<file path="config.mk">
export PLATFORM = sky130hd
export DESIGN_NAME = inversion_counter
export DESIGN_NICKNAME = d
export VERILOG_FILES = /design/src/hw/rtl/inv_pkg.sv /design/src/hw/rtl/inv_cell.sv /design/src/hw/rtl/inv_acc.sv /design/src/hw/rtl/inversion_counter.sv
export SDC_FILE = /design/constraint.sdc
export NUM_CORES = 1
export LEC_CHECK = 0
export BUFFER_PORTS_ARGS = -buffer_cell sky130_fd_sc_hd__buf_2
export CAP_MARGIN = 20
export CORE_ASPECT_RATIO = 0.5
export CORE_MARGIN = 1
export CORE_UTILIZATION = 35
export DETAILED_ROUTE_END_ITERATION = 8
export SETUP_SLACK_MARGIN = 0.5
export SLEW_MARGIN = 40
export SYNTH_ARGS = -nofsm -noshare
export SYNTH_HDL_FRONTEND = slang
export SYNTH_SLANG_ARGS = --single-unit
</file>
<file path="constraint.sdc">
create_clock -name clk -period 20.6 [get_ports clk]
set_input_delay 4.12 -clock clk [delete_from_list [all_inputs] [get_ports clk]]
set_output_delay 4.12 -clock clk [all_outputs]
set_load 0.005 [all_outputs]
</file>
<file path="src/hw/rtl/inv_pkg.sv">
package inv_pkg;

  localparam int MAX_SYMBOLS_DEF = 32;
  localparam int SYM_W = 8;
  localparam int TOT_W = 9;
  localparam logic [TOT_W-1:0] TOT_MAX = '1;

  typedef struct packed {
    logic valid;
    logic last;
    logic placed;
  } tok_ctl_t;

endpackage

</file>
<file path="src/hw/rtl/inv_cell.sv">
module inv_cell #(
  parameter int CNT_W = 5
) (
  input  logic                                clk,
  input  logic                                rst_n,
  input  logic                                adv_i,
  input  logic                                clr_i,
  input  inv_pkg::tok_ctl_t                   ctl_i,
  input  logic signed [inv_pkg::SYM_W-1:0]    sym_i,
  input  logic        [CNT_W-1:0]             cnt_i,
  output inv_pkg::tok_ctl_t                   ctl_o,
  output logic signed [inv_pkg::SYM_W-1:0]    sym_o,
  output logic        [CNT_W-1:0]             cnt_o,
  output logic                                full_o
);

  logic signed [inv_pkg::SYM_W-1:0] held_r;
  logic                             full_r;
  logic                             full_nxt;
  inv_pkg::tok_ctl_t                ctl_r;
  inv_pkg::tok_ctl_t                ctl_nxt;
  logic signed [inv_pkg::SYM_W-1:0] sym_r;
  logic        [CNT_W-1:0]          cnt_r;
  logic        [CNT_W-1:0]          cnt_nxt;
  logic                             gt;
  logic                             store;

  always_comb begin
    gt    = full_r && (held_r > sym_i);
    store = ctl_i.valid && !full_r && !ctl_i.placed;
    ctl_nxt        = ctl_i;
    ctl_nxt.placed = ctl_i.placed | store;
    cnt_nxt        = cnt_i + CNT_W'(gt);
    if (clr_i) begin
      full_nxt = 1'b0;
    end else if (adv_i && store) begin
      full_nxt = 1'b1;
    end else begin
      full_nxt = full_r;
    end
  end

  always_ff @(posedge clk) begin
    if (!rst_n) begin
      full_r <= 1'b0;
      ctl_r  <= '0;
    end else begin
      full_r <= full_nxt;
      if (adv_i) begin
        ctl_r <= ctl_nxt;
      end
    end
  end

  always_ff @(posedge clk) begin
    if (adv_i) begin
      sym_r <= sym_i;
      cnt_r <= cnt_nxt;
      if (store) begin
        held_r <= sym_i;
      end
    end
  end

  assign ctl_o  = ctl_r;
  assign sym_o  = sym_r;
  assign cnt_o  = cnt_r;
  assign full_o = full_r;

endmodule

</file>
<file path="src/hw/rtl/inv_acc.sv">
module inv_acc #(
  parameter int CNT_W = 5
) (
  input  logic                          clk,
  input  logic                          rst_n,
  input  inv_pkg::tok_ctl_t             ctl_i,
  input  logic [CNT_W-1:0]              cnt_i,
  input  logic                          out_ready_i,
  output logic                          out_valid_o,
  output logic [inv_pkg::TOT_W-1:0]     out_total_o,
  output logic                          out_ovf_o,
  output logic                          adv_o,
  output logic                          clr_o
);

  logic [inv_pkg::TOT_W-1:0] total_r;
  logic [inv_pkg::TOT_W-1:0] total_nxt;
  logic                      ovf_r;
  logic                      ovf_nxt;
  logic                      out_valid_r;
  logic                      out_valid_nxt;
  logic [inv_pkg::TOT_W-1:0] out_total_r;
  logic                      out_ovf_r;
  logic [inv_pkg::TOT_W:0]   sum;
  logic [inv_pkg::TOT_W-1:0] upd_total;
  logic                      upd_ovf;
  logic                      take;

  always_comb begin
    adv_o = !(ctl_i.valid && ctl_i.last && out_valid_r && !out_ready_i);
    take  = ctl_i.valid && adv_o;
    clr_o = take && ctl_i.last;
    sum   = (inv_pkg::TOT_W+1)'(total_r) + (inv_pkg::TOT_W+1)'(cnt_i);
    if (!ctl_i.placed) begin
      upd_total = total_r;
    end else if (sum > (inv_pkg::TOT_W+1)'(inv_pkg::TOT_MAX)) begin
      upd_total = inv_pkg::TOT_MAX;
    end else begin
      upd_total = sum[inv_pkg::TOT_W-1:0];
    end
    upd_ovf = ovf_r | !ctl_i.placed;
    total_nxt     = total_r;
    ovf_nxt       = ovf_r;
    out_valid_nxt = out_valid_r && !out_ready_i;
    if (take) begin
      if (ctl_i.last) begin
        total_nxt     = '0;
        ovf_nxt       = 1'b0;
        out_valid_nxt = 1'b1;
      end else begin
        total_nxt = upd_total;
        ovf_nxt   = upd_ovf;
      end
    end
  end

  always_ff @(posedge clk) begin
    if (!rst_n) begin
      total_r     <= '0;
      ovf_r       <= 1'b0;
      out_valid_r <= 1'b0;
    end else begin
      total_r     <= total_nxt;
      ovf_r       <= ovf_nxt;
      out_valid_r <= out_valid_nxt;
    end
  end

  always_ff @(posedge clk) begin
    if (clr_o) begin
      out_total_r <= upd_total;
      out_ovf_r   <= upd_ovf;
    end
  end

  assign out_valid_o = out_valid_r;
  assign out_total_o = out_total_r;
  assign out_ovf_o   = out_ovf_r;

endmodule

</file>
<file path="src/hw/rtl/inversion_counter.sv">
// Inversion counter for sequences of signed 8-bit symbols.
// Input stream: in_tdata carries one symbol, in_tlast marks the final symbol
// of a sequence. Output stream: one transaction per sequence, holding the
// number of earlier/later pairs in which the earlier symbol is greater, and
// a flag that is set when symbols beyond the store capacity were dropped.
// Each symbol enters a chain of MAX_SYMBOLS cells and moves one cell per
// cycle unless the chain is frozen; each full cell compares its held symbol
// with the passing one, and the first empty cell keeps it. Symbols are
// accepted one per cycle while in_tready is high. After a tlast transaction
// in_tready stays low until that symbol has crossed the whole chain, and the
// result is registered as that symbol leaves the last cell. The next sequence
// may start while the result still waits in the output register.
// If the receiver stalls and a second result is ready, the chain freezes
// until the first result is taken.
// A synchronous reset empties the chain, the totals and the output register.
module inversion_counter #(
  parameter int MAX_SYMBOLS = inv_pkg::MAX_SYMBOLS_DEF
) (
  input  logic        clk,
  input  logic        rst_n,
  input  logic        in_tvalid,
  output logic        in_tready,
  input  logic [7:0]  in_tdata,   // [7:0] symbol
  input  logic        in_tlast,
  output logic        out_tvalid,
  input  logic        out_tready,
  output logic [15:0] out_tdata   // [8:0] inversion_total, [9] overflow, [15:10] zero
);

  localparam int CNT_W = $clog2(MAX_SYMBOLS);

  inv_pkg::tok_ctl_t                ctl_w [0:MAX_SYMBOLS];
  logic signed [inv_pkg::SYM_W-1:0] sym_w [0:MAX_SYMBOLS];
  logic        [CNT_W-1:0]          cnt_w [0:MAX_SYMBOLS];
  logic        [MAX_SYMBOLS-1:0]    full_vec;
  logic                             adv;
  logic                             clr;
  logic                             busy_r;
  logic                             busy_nxt;
  logic                             in_acc;
  logic [inv_pkg::TOT_W-1:0]        out_total;
  logic                             out_ovf;

  assign in_tready = !busy_r && adv;
  assign in_acc    = in_tvalid && in_tready;

  always_comb begin
    ctl_w[0].valid  = in_acc;
    ctl_w[0].last   = in_tlast;
    ctl_w[0].placed = 1'b0;
    sym_w[0]        = in_tdata;
    cnt_w[0]        = '0;
  end

  for (genvar g = 0; g < MAX_SYMBOLS; g++) begin : g_cell
    inv_cell #(
      .CNT_W (CNT_W)
    ) u_cell (
      .clk    (clk),
      .rst_n  (rst_n),
      .adv_i  (adv),
      .clr_i  (clr),
      .ctl_i  (ctl_w[g]),
      .sym_i  (sym_w[g]),
      .cnt_i  (cnt_w[g]),
      .ctl_o  (ctl_w[g+1]),
      .sym_o  (sym_w[g+1]),
      .cnt_o  (cnt_w[g+1]),
      .full_o (full_vec[g])
    );
  end

  inv_acc #(
    .CNT_W (CNT_W)
  ) u_acc (
    .clk         (clk),
    .rst_n       (rst_n),
    .ctl_i       (ctl_w[MAX_SYMBOLS]),
    .cnt_i       (cnt_w[MAX_SYMBOLS]),
    .out_ready_i (out_tready),
    .out_valid_o (out_tvalid),
    .out_total_o (out_total),
    .out_ovf_o   (out_ovf),
    .adv_o       (adv),
    .clr_o       (clr)
  );

  always_comb begin
    busy_nxt = busy_r;
    if (in_acc && in_tlast) begin
      busy_nxt = 1'b1;
    end else if (clr) begin
      busy_nxt = 1'b0;
    end
  end

  always_ff @(posedge clk) begin
    if (!rst_n) begin
      busy_r <= 1'b0;
    end else begin
      busy_r <= busy_nxt;
    end
  end

  assign out_tdata = {6'b0, out_ovf, out_total};

`ifndef NO_ASSERTIONS
  localparam logic [MAX_SYMBOLS-1:0] ONE_V = MAX_SYMBOLS'(1);

  a_last_needs_busy: assert property (@(posedge clk) disable iff (!rst_n)
    ctl_w[MAX_SYMBOLS].valid && ctl_w[MAX_SYMBOLS].last |-> busy_r)
    else $error("last symbol left the chain without a pending sequence end");

  a_clear_empties: assert property (@(posedge clk) disable iff (!rst_n)
    clr |=> full_vec == '0)
    else $error("cells not empty after sequence end");

  a_fill_ordered: assert property (@(posedge clk) disable iff (!rst_n)
    ((full_vec + ONE_V) & full_vec) == '0)
    else $error("cells did not fill in order");

  a_freeze_only_when_held: assert property (@(posedge clk) disable iff (!rst_n)
    !adv |-> out_tvalid && !out_tready)
    else $error("chain frozen without a stalled result");
`endif

endmodule

</file>
# Word-level counts from Yosys, hierarchy flattened
# Index checks and enable logic that the tools add are counted.
op_classes:
  order_cmp: 33
  muxes: 8
  reduce_logical: 237
  bitwise_logic: 34
  add_sub_neg: 32
op_table:
  columns: ["cell", "count"]
  rows:
  - ["$gt 8x8->1", 32]
  - ["$add 5x1->5", 30]
  - ["$logic_and 1x1->1", 136]
  - ["$logic_not 1->1", 67]
  - ["$reduce_and 2->1", 32]
  - ["$or 1x1->1", 32]
  - ["$mux 9", 3]
  - ["$add 9x5->10", 1]
  - ["$gt 10x9->1 const B", 1]
  - ["$mux 1", 5]
  - ["$add 1x1->2", 1]
  - ["$not 1->1", 2]
  - ["$reduce_bool 2->1", 1]
  - ["$reduce_or 2->1", 1]
word_totals:
  reg_bits: 810
  word_cells: 573

# Longest topological paths before layout
logic_depth:
  depth_word: 8
  ltp_mapped: 11

# Hierarchy
# From an unflattened synthesis, not the netlist that was laid out.
hier_totals:
  hier_cells: 2442
  hier_area_um2: 35634.2
by_module_without_submodules:
  columns: ["mod", "seq_area_each_um2", "area_per_inst_um2", "instances", "cells_each"]
  rows:
  - ["inv_cell", 710.7, 1072.3, 32, 72]
  - ["inv_acc", 520.5, 1207.4, 1, 124]
  - ["inversion_counter", 20.0, 113.9, 1, 14]

# Least setup slack after synthesis
# No wires, ideal clock.
synth_timing:
  kind: "input -> register"
  start: "input out_tready"
  end: "register g_cell[0].u_cell.cnt_r[0] (enable)"
  path_stages: 5
  setup_slack_ns: 10.614
  arrival_ns: 9.397
  required_ns: 20.011
  n_path_buf: 3
  cell_sequence: "and4b_1 -> buf_2 -> inv_2 -> buf_2 -> buf_2"
synth_via:
  elab_chain_len: 2
synth_lines:
  columns: ["element", "line_no", "source"]
  rows:
  - ["start, declared", "inversion_counter.sv:26", "input logic out_tready,"]
  - ["$logic_not 1->1", "inv_acc.sv:30", "adv_o = !(ctl_i.valid && ctl_i.last && out_valid_r && !out_ready_i);"]
  - ["$logic_and 1x1->1", "inv_acc.sv:30", null]
  - ["end signal, assigned", "inv_cell.sv:58", "cnt_r <= cnt_nxt;"]
  - ["end, declared", "inv_cell.sv:23", "logic [CNT_W-1:0] cnt_r;"]
# Every way passes these cells.
# A chain may end at the register's enable or synchronous reset.

# Worst setup path after layout
layout_timing:
  start: "input out_tready"
  end: "output in_tready"
layout_via:
  elab_chain_len: 4
layout_lines:
  columns: ["element", "line_no", "source"]
  rows:
  - ["$logic_not 1->1", "inv_acc.sv:30", null]
  - ["$logic_and 1x1->1", "inv_acc.sv:30", null]
  - ["$logic_not 1->1", "inv_acc.sv:30", null]
  - ["$logic_and 1x1->1", "inversion_counter.sv:44", "assign in_tready = !busy_r && adv;"]
  - ["end, declared", "inversion_counter.sv:22", "output logic in_tready,"]
# Every way passes these cells.

==> out/qor.tcl <==
set qor(grt_max_degree) 122
set qor(worst_slew_pin_slew_ps) 762
set qor(run_status) {complete, no violations}
set qor(setup_tns_ps) 0
set qor(place_worst_setup_slack_ps) 11330
set qor(synthDominantCellAreaShare_pct) 58.2
set qor(detailroute.via_count) 18500
set qor(synth-seq-cells) 804
set qor(cpMaxStageDelayCell) {sky130_fd_sc_hd__and4b_4}
set qor(synthesis.area_per_instance_sq_um) 13.8
set qor(fin_crit_ps) 9270
set qor(cpMostUsedCell) {sky130_fd_sc_hd__buf_2}
set qor(antenna-diode-count) 0
set qor(final-hold-violation-count) 0
set qor(gp_congestion) 0.782
set qor(max_cap_violations) 0
set qor(power.ir.vdd_worst_uv) 46.4
set qor(postSynth.topFlopCell) {sky130_fd_sc_hd__edfxtp_1}
set qor(grt_pass1_vias) 18700
set qor(cts_hold_buffers) 0
set qor(port_buffers) 24
set qor(routed_wire_length_mm) 56.3
set qor(static-leakage-power_nw) 16.1
set qor(cts_tree) {yes}
set qor(hold_path.class) {reg -> reg}
set qor(synthCells) 2480
set qor(avgRoutedWirePerCell_um) 14.4
set qor(area.growth.synth_to_final_pct) 12.7
set qor(final_net_count) 2909
set qor(root_buffer) {sky130_fd_sc_hd__clkbuf_16}
set qor(globalRouteTotalUtil_pct) 11.5
set qor(grt_pass1_wl_mm) 93.5
set qor(post_cts.repair.setup_buffers) 0
set qor(initial_util_pct) 35.6
set qor(synthDominantAreaCellType) {sky130_fd_sc_hd__edfxtp_1}
set qor(die_w_um) 444
set qor(rows) 80
set qor(detailedRoute.firstIterationViolations) 1013
set qor(vias_per_cell) 4.74
set qor(setup_viol_count_final) 0
set qor(part_of_the_yosys_area_used_for_sequential_elements_pct) 66.4
set qor(clock-sinks) 804
set qor(grt_overflow) 0
set qor(timing.setup.critical_path_class) {in -> out}
set qor(worstPathRequired_ps) 16480
set qor(cts_max_path_buffers) 3
set qor(route.antenna.remaining_nets) 0
set qor(remaining_drc_errors) 0
set qor(cts_repair_resizes) 0
set qor(critPathMaxFanout) 22
set qor(timing.slew.headroom_pct) 49.2
set qor(yosys_warnings) 0
set qor(cts-buffers-inserted) 76
set qor(worst_setup_hold_path_clk_slew_ps) 60
set qor(core_area_sq_um) 96100
set qor(rsz0062_at_grt) {no}
set qor(final_layout_size_suffix_gt1_share_pct) 7.55
set qor(synth_async_sr_flop_share_pct) 0
set qor(final_cell_area_sq_um) 38600
set qor(die_area_sq_um) 99200
set qor(worst-endpoint-arrival_ps) 5150
set qor(cp-end-kind) {output port}
set qor(cts_max_level) 3
set qor(die_height_um) 223
set qor(hpwlAfterDp_mm) 37.3
set qor(finClkSkew_ps) 18.9
set qor(placed_cell_area_sq_um) 36100
set qor(worst_path_largest_cell_delay_ps) 630
set qor(power-per-cell-area_nw_per_um2) 86.0
set qor(drt-pass1-iter-count) 5
set qor(minimum_hold_slack_ps) 455
set qor(period_share_pct) 45.0
set qor(timing.critical_path.cells) {buf_2 > and4b_4 > nor2_1 > buf_2}
set qor(clock_latency_ps) 620
set qor(synth_most_common_cell) {sky130_fd_sc_hd__edfxtp_1}
set qor(distinct_cell_type_count_after_synthesis) 65
set qor(report.power.total_mw) 3.32
set qor(netlist_area_sq_um) 34200
set qor(slew_violations) 0
set qor(grt_antenna_before_repair) 0
set qor(synth_enable_flop_cells) 664
set qor(worst_setup_path_start_kind) {primary input}
set qor(synth_common_cells) {664 x sky130_fd_sc_hd__edfxtp_1, 322 x sky130_fd_sc_hd__ha_1, 307 x sky130_fd_sc_hd__inv_1, 179 x sky130_fd_sc_hd__nand2_1, 140 x sky130_fd_sc_hd__dfxtp_1}
set qor(floorplan.io_pins) 31
set qor(timing.final.ws_setup_ps) 11330
set qor(yosys-top-cells-area) {sky130_fd_sc_hd__edfxtp_1 58%, sky130_fd_sc_hd__ha_1 12%, sky130_fd_sc_hd__dfxtp_1 8.2%, sky130_fd_sc_hd__inv_1 3.4%, sky130_fd_sc_hd__nand2_1 2.0%}
set qor(fmax_mhz) 108
## worst paths after layout
check                                                    to  slack [ps]  depth (start not counted)                  startpoint
worst max-delay path                              in_tready       11330                          4                  out_tready
worst min-delay path            g_cell[31].u_cell.held_r[5]         450                          0  g_cell[30].u_cell.sym_o[5]
worst max register to register   g_cell[23].u_cell.ctl_o[0]       17510                          5  g_cell[31].u_cell.ctl_o[1]
worst min register to register  g_cell[31].u_cell.held_r[5]         450                          0  g_cell[30].u_cell.sym_o[5]
## power by group
group          switching, mW  internal [mW]  leakage (nW)  total (mW)
registers             0.0346           1.81          7.97        1.84
clock network          0.590          0.793          1.23        1.38
logic                 0.0511         0.0409          6.93      0.0920
## final cells by class
class	count	area, sq um
Clock buffer	109	2220
Clock inverter	31	262
Fill cell	8781	57500
Inverter	308	1170
Multi-Input combinational cell	1322	10200
Sequential cell	804	22700
Tap cell	1271	1590
Timing Repair Buffer	61	427
## layout by cell type (no fill, tap or decap), types with 10 or more instances in the layout
cell / netlist / routed
sky130_fd_sc_hd__o32ai_1: 26 / 26
sky130_fd_sc_hd__nor2_1: 91 / 89
sky130_fd_sc_hd__inv_1: 307 / 307
sky130_fd_sc_hd__ha_1: 322 / 322
sky130_fd_sc_hd__xor2_1: 32 / 32
sky130_fd_sc_hd__buf_2: 21 / 23
sky130_fd_sc_hd__o211ai_1: 17 / 17
sky130_fd_sc_hd__a211oi_1: 24 / 24
sky130_fd_sc_hd__clkinv_2: 0 / 14
sky130_fd_sc_hd__a21o_1: 30 / 30
sky130_fd_sc_hd__clkbuf_1: 20 / 16
sky130_fd_sc_hd__a31oi_1: 22 / 22
sky130_fd_sc_hd__edfxtp_1: 664 / 664
sky130_fd_sc_hd__o21ai_0: 54 / 54
sky130_fd_sc_hd__nand3_1: 106 / 106
sky130_fd_sc_hd__o211a_1: 41 / 41
sky130_fd_sc_hd__and3_1: 34 / 34
sky130_fd_sc_hd__nand4_1: 27 / 27
sky130_fd_sc_hd__xnor2_1: 55 / 55
sky130_fd_sc_hd__nand2_1: 179 / 179
sky130_fd_sc_hd__dfxtp_1: 140 / 140
sky130_fd_sc_hd__nor2b_1: 24 / 24
sky130_fd_sc_hd__buf_4: 8 / 31
sky130_fd_sc_hd__clkbuf_8: 0 / 10
sky130_fd_sc_hd__nor4b_1: 32 / 27
sky130_fd_sc_hd__clkbuf_16: 0 / 80
sky130_fd_sc_hd__nand2b_1: 19 / 19
sky130_fd_sc_hd__a21oi_1: 66 / 66
sky130_fd_sc_hd__a21boi_0: 62 / 62
## stage by stage
step | instances | util (%)
5_1_grt | 3906 | 40.2
2_1_floorplan | 2485 | -
3_5_place_dp | 3766 | 37.6
6_report | 3906 | 40.2
3_3_place_gp | 3766 | 37.5
4_1_cts | 3906 | 40.1
## kinds of logic (layout without fill, tap and decap cells)
group	count (synthesis)	in the layout	share of synthesized area (%)
other	1	6	0.0110
buffers and inverters	359	509	4.12
DFF	804	804	66.4
and+or+nand+nor	530	530	7.62
adders and majority gates	323	323	11.8
muxes	4	4	0.124
xor gates and xnor gates	87	87	2.23
AOI/OAI and AO/OA	372	372	7.67
## per-layer routing
layer  up-vias  part of all wire, %  global-route usage (%)  wire length [um]
met4         0                  2.7                    4.03              1520
met1      8971                   47                    15.3             26600
met2       203                   47                    18.9             26300
met5         -                    0                       0                 0
met3       109                  3.2                    2.00              1810
li1       9223                    -                       -                 -
## flip-flops by register name, indices dropped and copies added (netlist names), 9 cells and up
register / count
g_cell.u_cell.held_r: 256
g_cell.u_cell.sym_o: 248
g_cell.u_cell.cnt_o: 150
g_cell.u_cell.ctl_o: 96
g_cell.u_cell.full_o: 32
u_acc.out_total_o: 9
u_acc.total_r: 9
## worst max-delay path, delay by kind of cell
kind	cells	cell delay [ps]
simple gates	2	770
buf+inv	2	260
(Power assumes the default switching activity.)
